File: src/rtl/abas_pkg.sv
// ----------------------------------------------------------------------------
// abas_pkg
// Shared sizes, codes and the one's-complement add for the alternating-bit
// ARQ sender.
// ----------------------------------------------------------------------------
package abas_pkg;

  localparam int DATA_WORDS = 10;
  localparam int WORD_W     = 16;
  localparam int VERDICT_W  = 2;
  localparam int IDX_W      = (DATA_WORDS > 1) ? $clog2(DATA_WORDS) : 1;
  localparam int CNT_W      = $clog2(DATA_WORDS + 1);
  localparam int POS_W      = $clog2(DATA_WORDS + 2);

  localparam logic [WORD_W-1:0] ONES = '1;

  localparam logic REQ_MSG = 1'b0;
  localparam logic REQ_ACK = 1'b1;

  localparam logic KIND_PACKET  = 1'b0;
  localparam logic KIND_VERDICT = 1'b1;

  localparam logic [VERDICT_W-1:0] V_ACKED    = 2'd0;
  localparam logic [VERDICT_W-1:0] V_CORRUPT  = 2'd1;
  localparam logic [VERDICT_W-1:0] V_OLD      = 2'd2;
  localparam logic [VERDICT_W-1:0] V_REJECTED = 2'd3;

  // end-around carry add
  function automatic logic [WORD_W-1:0] oc_add(input logic [WORD_W-1:0] a,
                                                input logic [WORD_W-1:0] b);
    logic [WORD_W:0] t;
    t = {1'b0, a} + {1'b0, b};
    return t[WORD_W-1:0] + {{(WORD_W-1){1'b0}}, t[WORD_W]};
  endfunction

endpackage

File: src/rtl/abas_if.sv
// ----------------------------------------------------------------------------
// abas_in_if / abas_out_if
// Valid/ready channels of the alternating-bit ARQ sender.
// ----------------------------------------------------------------------------
interface abas_in_if;
  logic                         valid;
  logic                         ready;
  logic                         req_type;
  logic [abas_pkg::WORD_W-1:0]  word_in;
  logic                         word_last;

  modport source (output valid, req_type, word_in, word_last, input ready);
  modport sink (input valid, req_type, word_in, word_last, output ready);
endinterface

interface abas_out_if;
  logic                            valid;
  logic                            ready;
  logic                            result_kind;
  logic [abas_pkg::WORD_W-1:0]     word_out;
  logic                            packet_last;
  logic [abas_pkg::VERDICT_W-1:0]  verdict;

  modport source (output valid, result_kind, word_out, packet_last, verdict, input ready);
  modport sink (input valid, result_kind, word_out, packet_last, verdict, output ready);
endinterface

File: src/rtl/alternating_bit_arq_sender.sv
// ----------------------------------------------------------------------------
// alternating_bit_arq_sender
// Stop-and-wait sender with an alternating sequence bit: buffers a message,
// sends it as a checksummed packet and checks the returning acknowledgement.
// ----------------------------------------------------------------------------
// Input words are taken one per cycle while the sender is idle and the output
// register is free. Message words fill a DATA_WORDS-entry store; the last one
// starts a packet of DATA_WORDS + 2 words (sequence word, data words zero
// padded past the message length, inverted one's-complement checksum). Each
// packet word goes through a store read (S_READ) and then the output load
// (S_EMIT) with one pass through the shared end-around-carry adder; an output
// stall holds S_EMIT, and no input is taken while a packet is sent. Ack words
// run through the same adder; the ack's last word gives a verdict item,
// followed by a full retransmission when the ack is corrupted or carries the
// old sequence bit. Message words arriving while an ack is awaited each get a
// reject verdict. Ack words arriving while no ack is awaited are dropped.
// ----------------------------------------------------------------------------
module alternating_bit_arq_sender (
  input logic        clk,
  input logic        rst,
  abas_in_if.sink    in_ch,
  abas_out_if.source out_ch
);
  import abas_pkg::*;

  localparam logic [1:0] S_IDLE = 2'd0;
  localparam logic [1:0] S_READ = 2'd1;
  localparam logic [1:0] S_EMIT = 2'd2;

  localparam logic [POS_W-1:0] LAST_POS = POS_W'(DATA_WORDS + 1);
  localparam logic [CNT_W-1:0] FULL     = CNT_W'(DATA_WORDS);

  logic [1:0]           state;
  logic                 seq_bit;
  logic                 awaiting_ack;
  logic [CNT_W-1:0]     fill;
  logic [CNT_W-1:0]     msg_len;
  logic [POS_W-1:0]     pos;
  logic [WORD_W-1:0]    acc;
  logic                 ack_first;
  logic                 seq_ok;

  logic [WORD_W-1:0]    store [DATA_WORDS];
  logic [WORD_W-1:0]    rd_data;

  logic                 out_valid;
  logic                 out_kind;
  logic [WORD_W-1:0]    out_word;
  logic                 out_last;
  logic [VERDICT_W-1:0] out_verdict;

  logic                 out_free;
  logic                 in_fire;
  logic                 store_wr;
  logic [CNT_W-1:0]     fill_inc;
  logic [POS_W-1:0]     pos_m1;
  logic [IDX_W-1:0]     rd_addr;
  logic [WORD_W-1:0]    emit_word;
  logic [WORD_W-1:0]    sum_b;
  logic [WORD_W-1:0]    sum_new;
  logic                 match_now;

  assign out_free  = !out_valid || out_ch.ready;
  assign in_ch.ready = (state == S_IDLE) && out_free;
  assign in_fire   = in_ch.valid && in_ch.ready;
  assign store_wr  = in_fire && (in_ch.req_type == REQ_MSG) && !awaiting_ack && (fill < FULL);
  assign fill_inc  = (fill < FULL) ? fill + 1'b1 : fill;
  assign pos_m1    = pos - 1'b1;
  assign rd_addr   = pos_m1[IDX_W-1:0];
  assign match_now = ack_first ? (in_ch.word_in == {{(WORD_W-1){1'b0}}, seq_bit}) : seq_ok;

  always_comb begin
    if (pos == '0) begin
      emit_word = {{(WORD_W-1){1'b0}}, seq_bit};
    end else if (pos == LAST_POS) begin
      emit_word = ~acc;
    end else if (pos <= POS_W'(msg_len)) begin
      emit_word = rd_data;
    end else begin
      emit_word = '0;
    end
  end

  assign sum_b   = (state == S_EMIT) ? emit_word : in_ch.word_in;
  assign sum_new = oc_add(acc, sum_b);

  // message store
  always_ff @(posedge clk) begin
    if (store_wr) begin
      store[fill[IDX_W-1:0]] <= in_ch.word_in;
    end
    if (state == S_READ && pos != '0 && pos != LAST_POS) begin
      rd_data <= store[rd_addr];
    end
  end

  always_ff @(posedge clk) begin
    if (rst) begin
      state        <= S_IDLE;
      seq_bit      <= 1'b0;
      awaiting_ack <= 1'b0;
      fill         <= '0;
      msg_len      <= '0;
      pos          <= '0;
      acc          <= '0;
      ack_first    <= 1'b1;
      seq_ok       <= 1'b0;
      out_valid    <= 1'b0;
    end else begin
      if (out_ch.ready) begin
        out_valid <= 1'b0;
      end
      case (state)
        S_IDLE: begin
          if (in_fire) begin
            if (in_ch.req_type == REQ_MSG) begin
              if (awaiting_ack) begin
                out_valid   <= 1'b1;
                out_kind    <= KIND_VERDICT;
                out_word    <= '0;
                out_last    <= 1'b0;
                out_verdict <= V_REJECTED;
              end else begin
                fill <= fill_inc;
                if (in_ch.word_last) begin
                  msg_len      <= fill_inc;
                  fill         <= '0;
                  awaiting_ack <= 1'b1;
                  pos          <= '0;
                  acc          <= '0;
                  state        <= S_READ;
                end
              end
            end else if (awaiting_ack) begin
              ack_first <= 1'b0;
              seq_ok    <= match_now;
              acc       <= sum_new;
              if (in_ch.word_last) begin
                ack_first <= 1'b1;
                seq_ok    <= 1'b0;
                acc       <= '0;
                pos       <= '0;
                out_valid <= 1'b1;
                out_kind  <= KIND_VERDICT;
                out_word  <= '0;
                out_last  <= 1'b0;
                if (sum_new != ONES) begin
                  out_verdict <= V_CORRUPT;
                  state       <= S_READ;
                end else if (!match_now) begin
                  out_verdict <= V_OLD;
                  state       <= S_READ;
                end else begin
                  out_verdict  <= V_ACKED;
                  seq_bit      <= ~seq_bit;
                  awaiting_ack <= 1'b0;
                end
              end
            end
          end
        end
        S_READ: begin
          state <= S_EMIT;
        end
        S_EMIT: begin
          if (out_free) begin
            out_valid   <= 1'b1;
            out_kind    <= KIND_PACKET;
            out_word    <= emit_word;
            out_last    <= (pos == LAST_POS);
            out_verdict <= V_ACKED;
            if (pos == LAST_POS) begin
              pos   <= '0;
              acc   <= '0;
              state <= S_IDLE;
            end else begin
              pos   <= pos + 1'b1;
              acc   <= sum_new;
              state <= S_READ;
            end
          end
        end
        default: begin
          state <= S_IDLE;
        end
      endcase
    end
  end

  assign out_ch.valid       = out_valid;
  assign out_ch.result_kind = out_kind;
  assign out_ch.word_out    = out_word;
  assign out_ch.packet_last = out_last;
  assign out_ch.verdict     = out_verdict;

`ifndef SYNTHESIS
  a_last_is_packet: assert property (@(posedge clk) disable iff (rst)
    out_ch.valid && out_ch.packet_last |-> out_ch.result_kind == KIND_PACKET)
    else $error("packet_last on a verdict item");

  a_checksum_ends_packet: assert property (@(posedge clk) disable iff (rst)
    state == S_EMIT && out_free && pos == LAST_POS
      |=> out_ch.valid && out_ch.packet_last && awaiting_ack)
    else $error("checksum word not delivered at end of packet");

  a_busy_only_when_awaiting: assert property (@(posedge clk) disable iff (rst)
    state != S_IDLE |-> awaiting_ack)
    else $error("packet in flight without awaiting ack");

  a_msg_len_range: assert property (@(posedge clk) disable iff (rst)
    msg_len <= FULL && fill <= FULL)
    else $error("message length beyond store depth");
`endif

endmodule
File: src/flat_wrapper.sv
// flat-port wrapper written by rule: the top's interface ports become plain ports
module alternating_bit_arq_sender_flat import abas_pkg::*;
  (clk, rst, in_ch_valid, in_ch_req_type, in_ch_word_in, in_ch_word_last, in_ch_ready, out_ch_valid, out_ch_result_kind, out_ch_word_out, out_ch_packet_last, out_ch_verdict, out_ch_ready);
  abas_in_if in_ch_i ();
  abas_out_if out_ch_i ();
  input logic clk;
  input logic rst;
  input wire logic [$bits(in_ch_i.valid)-1:0] in_ch_valid;
  input wire logic [$bits(in_ch_i.req_type)-1:0] in_ch_req_type;
  input wire logic [$bits(in_ch_i.word_in)-1:0] in_ch_word_in;
  input wire logic [$bits(in_ch_i.word_last)-1:0] in_ch_word_last;
  output wire logic [$bits(in_ch_i.ready)-1:0] in_ch_ready;
  output wire logic [$bits(out_ch_i.valid)-1:0] out_ch_valid;
  output wire logic [$bits(out_ch_i.result_kind)-1:0] out_ch_result_kind;
  output wire logic [$bits(out_ch_i.word_out)-1:0] out_ch_word_out;
  output wire logic [$bits(out_ch_i.packet_last)-1:0] out_ch_packet_last;
  output wire logic [$bits(out_ch_i.verdict)-1:0] out_ch_verdict;
  input wire logic [$bits(out_ch_i.ready)-1:0] out_ch_ready;
  assign in_ch_i.valid = in_ch_valid;
  assign in_ch_i.req_type = in_ch_req_type;
  assign in_ch_i.word_in = in_ch_word_in;
  assign in_ch_i.word_last = in_ch_word_last;
  assign in_ch_ready = in_ch_i.ready;
  assign out_ch_valid = out_ch_i.valid;
  assign out_ch_result_kind = out_ch_i.result_kind;
  assign out_ch_word_out = out_ch_i.word_out;
  assign out_ch_packet_last = out_ch_i.packet_last;
  assign out_ch_verdict = out_ch_i.verdict;
  assign out_ch_i.ready = out_ch_ready;
  alternating_bit_arq_sender u_core (.clk(clk), .rst(rst), .in_ch(in_ch_i), .out_ch(out_ch_i));
endmodule
File: config.mk
export PLATFORM = sky130hd
export DESIGN_NAME = alternating_bit_arq_sender_flat
export DESIGN_NICKNAME = d
export VERILOG_FILES = /design/src/rtl/abas_pkg.sv /design/src/rtl/abas_if.sv /design/src/rtl/alternating_bit_arq_sender.sv /design/src/flat_wrapper.sv
export SDC_FILE = /design/constraint.sdc
export NUM_CORES = 1
export LEC_CHECK = 0
export ABC_AREA = 1
export BUFFER_PORTS_ARGS = -buffer_cell sky130_fd_sc_hd__buf_2
export CORE_ASPECT_RATIO = 1.5
export CORE_MARGIN = 10
export CORE_UTILIZATION = 45
export DETAILED_ROUTE_END_ITERATION = 12
export PLACE_DENSITY = 0.75
export SYNTH_ARGS = -nofsm -noshare
export SYNTH_HDL_FRONTEND = slang
export SYNTH_SLANG_ARGS = --single-unit
File: constraint.sdc
create_clock -name clk -period 5.4 [get_ports clk]
set_input_delay 1.35 -clock clk [delete_from_list [all_inputs] [get_ports clk]]
set_output_delay 1.35 -clock clk [all_outputs]
set_load 0.005 [all_outputs]
==> results of run 1 <==
## cell usage after synthesis (all sizes together) (10+ instances only)
cell type | number | share of area [%]
a21o | 23 | 1.5
inv | 102 | 3.4
nand4 | 11 | 0.61
o21ai | 78 | 3.5
nor2 | 130 | 5.0
clkbuf | 38 | 1.3
dfxtp | 35 | 6.3
ha | 29 | 3.2
o22ai | 33 | 1.8
a211oi | 17 | 1.2
edfxtp | 196 | 53
a31oi | 19 | 1.1
nand3 | 61 | 3.2
a21oi | 70 | 3.1
nand2 | 241 | 8.7
o21bai | 10 | 0.67
nor3 | 14 | 0.63
## per-layer routing
| layer | track usage, % | vias to the layer above |
|---|---|---|
| met1 | 19.3 | 4141 |
| met4 | 9.37 | 2 |
| met5 | 0 | - |
| li1 | - | 4106 |
| met2 | 31.4 | 362 |
| met3 | 2.35 | 93 |
## cell families after synthesis
logic type | share of synthesized area, %
AND/OR/NAND/NOR | 18.7
flip-flops | 58.8
XOR/XNOR | 0.771
adder cells (fa/ha/maj) | 3.42
buffers and inverters | 4.87
AO/OA/AOI/OAI | 13.4
## power breakdown
group          switching (mW)  internal, mW  leakage [nW]  total [mW]
Sequential             0.0169          1.97          2.08        1.98
Combinational           0.472         0.221          2.50       0.693
Clock                   0.673         0.903         0.367        1.58
Total                    1.16          3.09          4.95        4.25
## sequential cells by signal, indices dropped and copies added, names as in the netlist
name,count
u_core.awaiting_ack,1
u_core.out_ch.packet_last,1
u_core.state,2
u_core.seq_ok,1
u_core.rd_data,16
u_core.seq_bit,1
u_core.pos,4
u_core.out_ch.result_kind,1
u_core.out_ch.verdict,2
u_core.ack_first,1
u_core.fill,4
u_core.store,160
u_core.acc,16
u_core.msg_len,4
u_core.out_ch.valid,1
u_core.out_ch.word_out,16
## worst paths after layout
check / startpoint / end / slack [ns] / cells past startpoint
max: u_core.msg_len[3]$_SDFFE_PP0P_ / u_core.out_ch.verdict[0]$_SDFFCE_PP0P_ / 0.26 / 37
min reg2reg: u_core.seq_ok$_SDFFE_PP0P_ / u_core.seq_ok$_SDFFE_PP0P_ / 0.47 / 2
max reg2reg: u_core.msg_len[3]$_SDFFE_PP0P_ / u_core.out_ch.verdict[0]$_SDFFCE_PP0P_ / 0.26 / 37
min: u_core.seq_ok$_SDFFE_PP0P_ / u_core.seq_ok$_SDFFE_PP0P_ / 0.47 / 2
## tightest hold or removal path, cell delays in order (launching register included)
cell                      delay [ns]
sky130_fd_sc_hd__dfxtp_1        0.31
sky130_fd_sc_hd__nand2_1        0.06
sky130_fd_sc_hd__a21oi_1        0.06
## timing repair
action                     4_1_cts  5_1_grt
resized for setup                0       30
hold buffers                     0        0
setup endpoints to repair        0        5
setup buffers                    0        6
## per-stage QoR
stage	setup TNS (ns)	setup slack [ns]	util [%]
detailed placement	0	0.216	49.0
global route	-0.291	-0.0976	52.8
finish	0	0.258	52.8
floorplan	0	0.0507	-
CTS	0	0.167	52.0
global placement	0	0.346	49.0
## cell type report
type | count | area, µm² | area share, %
inverter | 104 | 390 | 3.03
multi-input combinational | 762 | 4260 | 33.0
sequential | 231 | 6590 | 51.1
clock inverter | 15 | 178 | 1.38
timing repair buffer | 83 | 519 | 4.03
tap | 324 | 405 | 3.14
clock buffer | 24 | 558 | 4.33
==> impl_metrics.json, run 1 <==
{
  "run_status": "finished, final reports clean",
  "largest_delay_share_family_worst_path": "simple AND/OR/NAND/NOR gates",
  "vias": 8704,
  "startpoint_type": "register",
  "setup_viol_count_final": 0,
  "first_global_vias": 8510,
  "yosys_warnings": 0,
  "final_cell_mix": "sky130_fd_sc_hd__nand2_1, sky130_fd_sc_hd__edfxtp_1, sky130_fd_sc_hd__nor2_1",
  "synth_async_sr_flop_share_pct": 0,
  "initial_core_util_pct": 45.8,
  "pin_count_of_the_biggest_net_entering_global_routing": 82,
  "ys_ff_latch": 231,
  "arrival_ns": 5.41,
  "dieArea_um2": 31700,
  "final_common_cell": "sky130_fd_sc_hd__nand2_1",
  "routed_wl_um": 28200,
  "slowest_delay_ns": 0.31,
  "cts_inserted_buffers": 22,
  "post-place-cells": 1498,
  "total_drc_errors_in_the_routed_layout": 0,
  "final.hold.worst_slack_ns": 0.468,
  "routedWlPerCell_um": 18.3,
  "clock_path_buffers": 3,
  "drv_slew": 0,
  "netlist_area_um2": 11200,
  "fin_total_pwr_mw": 4.25,
  "finalWorstPathRequiredPeriod_ns": 5.14,
  "placement.io_buffers": 43,
  "final_cells": 1543,
  "synth_enable_flop_cells": 196,
  "drive_above_1_share_pct": 17.2,
  "syn-num-nets": 1190,
  "cap_violations": 0,
  "top_signal_layer_used": "met5",
  "setup.worst_path.end_class": "register",
  "period_utilization_pct": 95.2,
  "crit_buf_inv": 7,
  "timing.setup.critical_path_class": "register to register",
  "cts.sinks": 231,
  "filler_cell_count": 2062,
  "core_um2": 24400,
  "synth_cells": 1138,
  "cts_root_buf": "sky130_fd_sc_hd__clkbuf_16",
  "area_delta_synth_final_pct": 15.2,
  "power-per-cell-area_nw_per_um2": 330,
  "ys_seq_area_share_pct": 58.8,
  "io_pins": 44,
  "detailed_placement_hpwl_um": 19000,
  "hold_path_class": "register to register",
  "tritoncts_clock_tree": "yes",
  "met2_wirelength_um": 14600,
  "postPlaceCellArea_um2": 12000,
  "drt_pre_antenna_iters": 9,
  "finalNetCount": 1256,
  "floorplan.rows": 70,
  "p_leak_nw": 4.95,
  "drt_iter0_markers": 798,
  "clock_slew_seen_by_the_registers_of_the_worst_setup_and_hold_paths_ns": 0.07,
  "cell_repeated_most_along_the_worst_path": "sky130_fd_sc_hd__nand2_1",
  "post_drt_via_cell_ratio": 5.64,
  "dominantRegCellSynth": "sky130_fd_sc_hd__edfxtp_1",
  "global_route_usage_over_all_layers_pct": 17.4,
  "tightest_slew_ns": 1.12,
  "drt.antenna.violating_nets": 0,
  "wire_length_of_the_first_global_routing_pass_um": 44100,
  "netlist-cell-type-count": 45,
  "die_height_um": 213,
  "hold_violation_count_in_the_final_report": 0,
  "die_w_um": 149,
  "htreeDepth": 1,
  "worst_path_max_delay_cell": "sky130_fd_sc_hd__ha_1",
  "grt_overflow": 0,
  "finish.instance_area_um2": 12900,
  "clock.fmax_ghz": 0.194,
  "synthesis.area_per_instance_um2": 9.84,
  "fin_worst_skew_ns": 0.0156,
  "irDropWorstVdd_mv": 0.185,
  "number_of_antenna_violations_at_the_first_check_in_global_routing": 1,
  "met1Wirelength_um": 10400,
  "critical_path_required_ns": 5.67,
  "critical_path_peak_fanout": 15,
  "max_slew_margin_pct": 25.0,
  "antenna_cells": 0,
  "finalWeightedCongestion": 0.937,
  "clk_latency_ns": 0.52,
  "routed-wl-met3_um": 1710
}
Note: power is estimated with default switching activity, not from simulation.
==> inputs of run 2 (changes only) <==
- CORE_UTILIZATION: 45 -> 47
- PLACE_DENSITY: 0.75 -> 0.78
==> run 2 against run 1 <==
Against the previous run: cell count is 0.71% lower; count of clock-buffer cells in the layout is 4 higher; maximum frequency is 0.71% lower; critical endpoint is now u_core.seq_bit$_SDFFE_PP0P_; largest cell class unchanged; highest routed layer unchanged.
==> impl_metrics.json, run 2 (synthesis results as in run 1) <==
{
  "dieArea_um2": 30500,
  "finalWorstPathRequiredPeriod_ns": 5.18,
  "core_um2": 23600,
  "clock_slew_seen_by_the_registers_of_the_worst_setup_and_hold_paths_ns": 0.07,
  "post_drt_via_cell_ratio": 5.70,
  "period_utilization_pct": 95.9,
  "drive_above_1_share_pct": 17.6,
  "cts_root_buf": "sky130_fd_sc_hd__clkbuf_16",
  "pin_count_of_the_biggest_net_entering_global_routing": 83,
  "clk_latency_ns": 0.50,
  "hold_violation_count_in_the_final_report": 0,
  "final_common_cell": "sky130_fd_sc_hd__nand2_1",
  "wire_length_of_the_first_global_routing_pass_um": 44200,
  "timing.setup.critical_path_class": "register to register",
  "max_slew_margin_pct": 22.8,
  "setup_viol_count_final": 0,
  "clock.fmax_ghz": 0.193,
  "hold_path_class": "register to register",
  "number_of_antenna_violations_at_the_first_check_in_global_routing": 2,
  "worst_path_max_delay_cell": "sky130_fd_sc_hd__dfxtp_2",
  "drt_pre_antenna_iters": 5,
  "largest_register_ffs": 160,
  "cap_violations": 0,
  "critical_path_required_ns": 5.77,
  "setup.worst_path.end_class": "register",
  "placement.io_buffers": 43,
  "tritoncts_clock_tree": "yes",
  "routedWlPerCell_um": 18.6,
  "critical_path_peak_fanout": 14,
  "total_drc_errors_in_the_routed_layout": 0,
  "final_cell_mix": "sky130_fd_sc_hd__nand2_1, sky130_fd_sc_hd__edfxtp_1, sky130_fd_sc_hd__nor2_1",
  "finalNetCount": 1250,
  "initial_core_util_pct": 47.5,
  "first_global_vias": 8714,
  "drt.antenna.violating_nets": 0,
  "die_height_um": 209,
  "irDropWorstVdd_mv": 0.194,
  "clock_path_buffers": 3,
  "power-per-cell-area_nw_per_um2": 324,
  "vias": 8734,
  "drv_slew": 0,
  "postPlaceCellArea_um2": 12000,
  "routed_wl_um": 28400,
  "slowest_delay_ns": 0.36,
  "die_w_um": 146,
  "cts_inserted_buffers": 21,
  "setup_total_negative_slack_ns": 0,
  "fin_total_pwr_mw": 4.15,
  "filler_cell_count": 1956,
  "htreeDepth": 1,
  "fin_worst_skew_ns": 0.0129,
  "finalWeightedCongestion": 0.934,
  "startpoint_type": "register",
  "drt_iter0_markers": 716,
  "finish.instance_area_um2": 12800,
  "largest_delay_share_family_worst_path": "simple AND/OR/NAND/NOR gates",
  "io_pins": 44,
  "global_route_usage_over_all_layers_pct": 17.7,
  "floorplan.rows": 69,
  "p_leak_nw": 4.90,
  "cts_hold_buffers": 0,
  "grt_overflow": 0,
  "arrival_ns": 5.55,
  "tightest_slew_ns": 1.15,
  "cell_repeated_most_along_the_worst_path": "sky130_fd_sc_hd__nand2_1",
  "crit_buf_inv": 6,
  "cts.sinks": 231,
  "area_delta_synth_final_pct": 14.5,
  "detailed_placement_hpwl_um": 19300,
  "run_status": "finished, final reports clean"
}
run 2: cell count changes in the layout (fill, tap and decap cells not counted), sizes merged:
cell / previous run / this run
bufinv: 3 / 2
buf: 83 / 78
diode: 0 / 1
inv: 104 / 105
clkinv: 12 / 6
clkbuf: 24 / 28
run 2: area by class of cell:
cell class / instances / area, µm² / area share, %
clock buffers: 28 / 562 / 4.38
diodes: 1 / 2.50 / 0.0195
inverters: 104 / 390 / 3.05
multi-input cells: 762 / 4280 / 33.4
flip-flops and latches: 231 / 6590 / 51.4
repair buffers: 78 / 489 / 3.82
well taps: 319 / 399 / 3.11
clock inverters: 9 / 106 / 0.830
run 2: stage by stage:
step                      hold slack (ns)  setup WS, ns  utilization [%]  instances
after CTS                           0.468         0.228             53.5       1529
after global placement              0.447         0.349             50.7       1492
after global routing                0.500       -0.0521             54.4       1532
after detailed placement            0.457         0.262             50.7       1492
final                               0.469         0.221             54.4       1532
after floorplan                     0.433        0.0507                -       1138
run 2: final timing paths:
check,depth (start not counted),slack (ns),to,startpoint
max,37,0.22,u_core.seq_bit$_SDFFE_PP0P_,u_core.pos[3]$_SDFFE_PP0P_
min,2,0.47,u_core.seq_ok$_SDFFE_PP0P_,u_core.seq_ok$_SDFFE_PP0P_
max reg2reg,37,0.22,u_core.seq_bit$_SDFFE_PP0P_,u_core.pos[3]$_SDFFE_PP0P_
min reg2reg,2,0.47,u_core.seq_ok$_SDFFE_PP0P_,u_core.seq_ok$_SDFFE_PP0P_
run 2: power breakdown:
| part | internal, mW | total [mW] | leakage (nW) | switching [mW] |
|---|---|---|---|---|
| clock | 0.835 | 1.47 | 0.331 | 0.635 |
| combinational | 0.222 | 0.699 | 2.49 | 0.477 |
| sequential | 1.97 | 1.98 | 2.08 | 0.0171 |
run 2: timing repair:
item	4_1_cts	5_1_grt
endpoints found under the setup margin	0	5
setup buffers	0	2
resized for setup	0	41
run 2: routing by layer:
layer | global-route usage [%] | vias up | routed length, µm
met4 | 9.90 | 2 | 1490
met2 | 33.6 | 365 | 15100
li1 | - | 4096 | -
met5 | 0 | - | 7
met1 | 18.3 | 4172 | 10300
met3 | 2.34 | 99 | 1600
run 2: worst reg2reg max path, delay by kind of cell (launching register included):
family / cells / cell delay, ns
DFF: 1 / 0.36
adders and majority gates: 3 / 0.81
AOI/OAI and AO/OA: 8 / 1.06
buffers and inverters: 6 / 0.74
and+or+nand+nor: 20 / 2.06
==> inputs of run 3 (changes only) <==
- BUFFER_PORTS_ARGS: -buffer_cell sky130_fd_sc_hd__buf_2 -> not set
- DONT_BUFFER_PORTS: not set -> 1
- PLACE_DENSITY: 0.78 -> 0.76
- clock period: 5.4 -> 4.16 ns (I/O delays scaled with it)
==> run 3 against run 2 <==
Against the previous run: the run now ends with negative setup slack left; maximum frequency rose by 4.4%; setup slack worse by 1.0 ns; design area is 8.6% higher; worst hold slack worse by 0.0090 ns; cell count rose by 5.1%; non-clock buffer count increased by 79; die area unchanged; critical endpoint is now u_core.out_ch.verdict[1]$_SDFFCE_PP0P_; largest power group unchanged; highest routed layer is now met4.
==> impl_metrics.json, run 3 (synthesis results as in run 1) <==
{
  "finalWorstPathRequiredPeriod_ns": 4.96,
  "final_cell_mix": "sky130_fd_sc_hd__edfxtp_1, sky130_fd_sc_hd__nand2_1, sky130_fd_sc_hd__buf_4",
  "dieArea_um2": 30500,
  "r2r_slack_ns": -0.80,
  "finalNetCount": 1330,
  "postLayoutCoreUtil_pct": 59.1,
  "die_w_um": 146,
  "htreeDepth": 1,
  "routedWlPerCell_um": 18.4,
  "grt_overflow": 0,
  "irDropWorstVdd_mv": 0.353,
  "startpoint_type": "register",
  "p_leak_nw": 5.39,
  "total_drc_errors_in_the_routed_layout": 0,
  "placement.io_buffers": 0,
  "antenna_cells": 0,
  "drv_slew": 0,
  "vias": 8936,
  "fin_worst_skew_ns": 0.0204,
  "post_drt_via_cell_ratio": 5.55,
  "global_route_usage_over_all_layers_pct": 18.5,
  "rsz0062_at_grt": "true",
  "cts_hold_buffers": 0,
  "finalWeightedCongestion": 0.922,
  "detailed_placement_hpwl_um": 19400,
  "cts_inserted_buffers": 22,
  "drt_pre_antenna_iters": 5,
  "io_pins": 44,
  "cts.sinks": 231,
  "clk_latency_ns": 0.53,
  "run_status": "finished with violations",
  "worst_path_max_delay_cell": "sky130_fd_sc_hd__dfxtp_2",
  "cap_violations": 0,
  "tightest_slew_ns": 1.05,
  "pin_count_of_the_biggest_net_entering_global_routing": 83,
  "critical_path_required_ns": 4.44,
  "area_delta_synth_final_pct": 24.3,
  "floorplan.rows": 69,
  "core_um2": 23600,
  "first_global_vias": 8944,
  "final.hold.worst_slack_ns": 0.460,
  "cts_root_buf": "sky130_fd_sc_hd__clkbuf_16",
  "hold_path_class": "register to register",
  "initial_core_util_pct": 47.5,
  "tritoncts_clock_tree": "yes",
  "die_height_um": 209,
  "drt.antenna.violating_nets": 0,
  "setup_ws_ns": -0.801,
  "slowest_delay_ns": 0.32,
  "clock_path_buffers": 3,
  "clock_slew_seen_by_the_registers_of_the_worst_setup_and_hold_paths_ns": 0.07,
  "arrival_ns": 5.24,
  "critical_path_peak_fanout": 8,
  "setup_viol_count_final": 14,
  "number_of_antenna_violations_at_the_first_check_in_global_routing": 0,
  "largest_register_ffs": 160,
  "cell_repeated_most_along_the_worst_path": "sky130_fd_sc_hd__nand2_2",
  "routed_wl_um": 29700,
  "max_slew_margin_pct": 29.8,
  "clock.fmax_ghz": 0.202,
  "drive_above_1_share_pct": 26.4,
  "setup.worst_path.end_class": "register",
  "final_common_cell": "sky130_fd_sc_hd__edfxtp_1",
  "period_utilization_pct": 119,
  "dp_slack_ns": -0.813,
  "failing_checks": "negative setup slack",
  "drt_iter0_markers": 904,
  "wire_length_of_the_first_global_routing_pass_um": 46400,
  "timing.setup.critical_path_class": "register to register",
  "power-per-cell-area_nw_per_um2": 409,
  "hold_violation_count_in_the_final_report": 0
}
-- run 3: power breakdown --
| part | switching, mW | total (mW) | internal, mW |
|---|---|---|---|
| sequential | 0.0204 | 2.58 | 2.55 |
| clock | 0.857 | 2.05 | 1.20 |
| combinational | 0.643 | 1.06 | 0.414 |
-- run 3: final timing paths --
path / startpoint / cells after the start / endpoint
min: u_core.seq_ok$_SDFFE_PP0P_ / 2 / u_core.seq_ok$_SDFFE_PP0P_
max reg2reg: u_core.msg_len[1]$_SDFFE_PP0P_ / 37 / u_core.out_ch.verdict[1]$_SDFFCE_PP0P_
min reg2reg: u_core.seq_ok$_SDFFE_PP0P_ / 2 / u_core.seq_ok$_SDFFE_PP0P_
max: u_core.msg_len[1]$_SDFFE_PP0P_ / 37 / u_core.out_ch.verdict[1]$_SDFFCE_PP0P_
-- run 3: per-stage QoR --
| step | area, µm² | instances | setup TNS, ns | power, mW |
|---|---|---|---|---|
| CTS | 13600 | 1602 | -4.75 | 5.64 |
| finish | 13900 | 1610 | -7.31 | 5.69 |
| detailed placement | 12600 | 1546 | -6.13 | 3.54 |
| global placement | 12600 | 1546 | -5.05 | 3.51 |
| floorplan | 11300 | 1138 | -3.14 | 3.24 |
| global route | 13900 | 1610 | -11.04 | 5.90 |
-- run 3: area by class of cell --
type / instances / area, µm²
fill: 1862 / 9650
sequential: 231 / 6590
multi-input combinational: 762 / 4550
timing repair buffer: 157 / 1260
clock buffer: 30 / 602
inverter: 104 / 404
tap: 319 / 399
clock inverter: 7 / 115
-- run 3: repair_timing --
| action | in CTS | in global routing |
|---|---|---|
| setup endpoints to repair | 14 | 18 |
| gates cloned | 1 | 0 |
| gates resized for setup | 43 | 58 |
| pin swaps | 42 | 41 |
| setup buffers | 18 | 9 |
-- run 3: worst max-delay path: cells and delay by family, from the launching register on --
kind,cells,cell delay (ns)
simple gates,17,1.67
compound gates,8,1.11
fa+ha+maj,4,0.94
buf+inv,8,0.67
flops,1,0.32
-- run 3: metal layers --
layer / part of all wire, % / vias up / wire length, µm / track usage (%)
met5: 0 / - / 0 / 0
met4: 4.9 / 0 / 1450 / 9.97
met3: 5.3 / 78 / 1560 / 2.75
met2: 52 / 309 / 15500 / 33.4
met1: 38 / 4296 / 11100 / 20.5
li1: - / 4253 / - / -
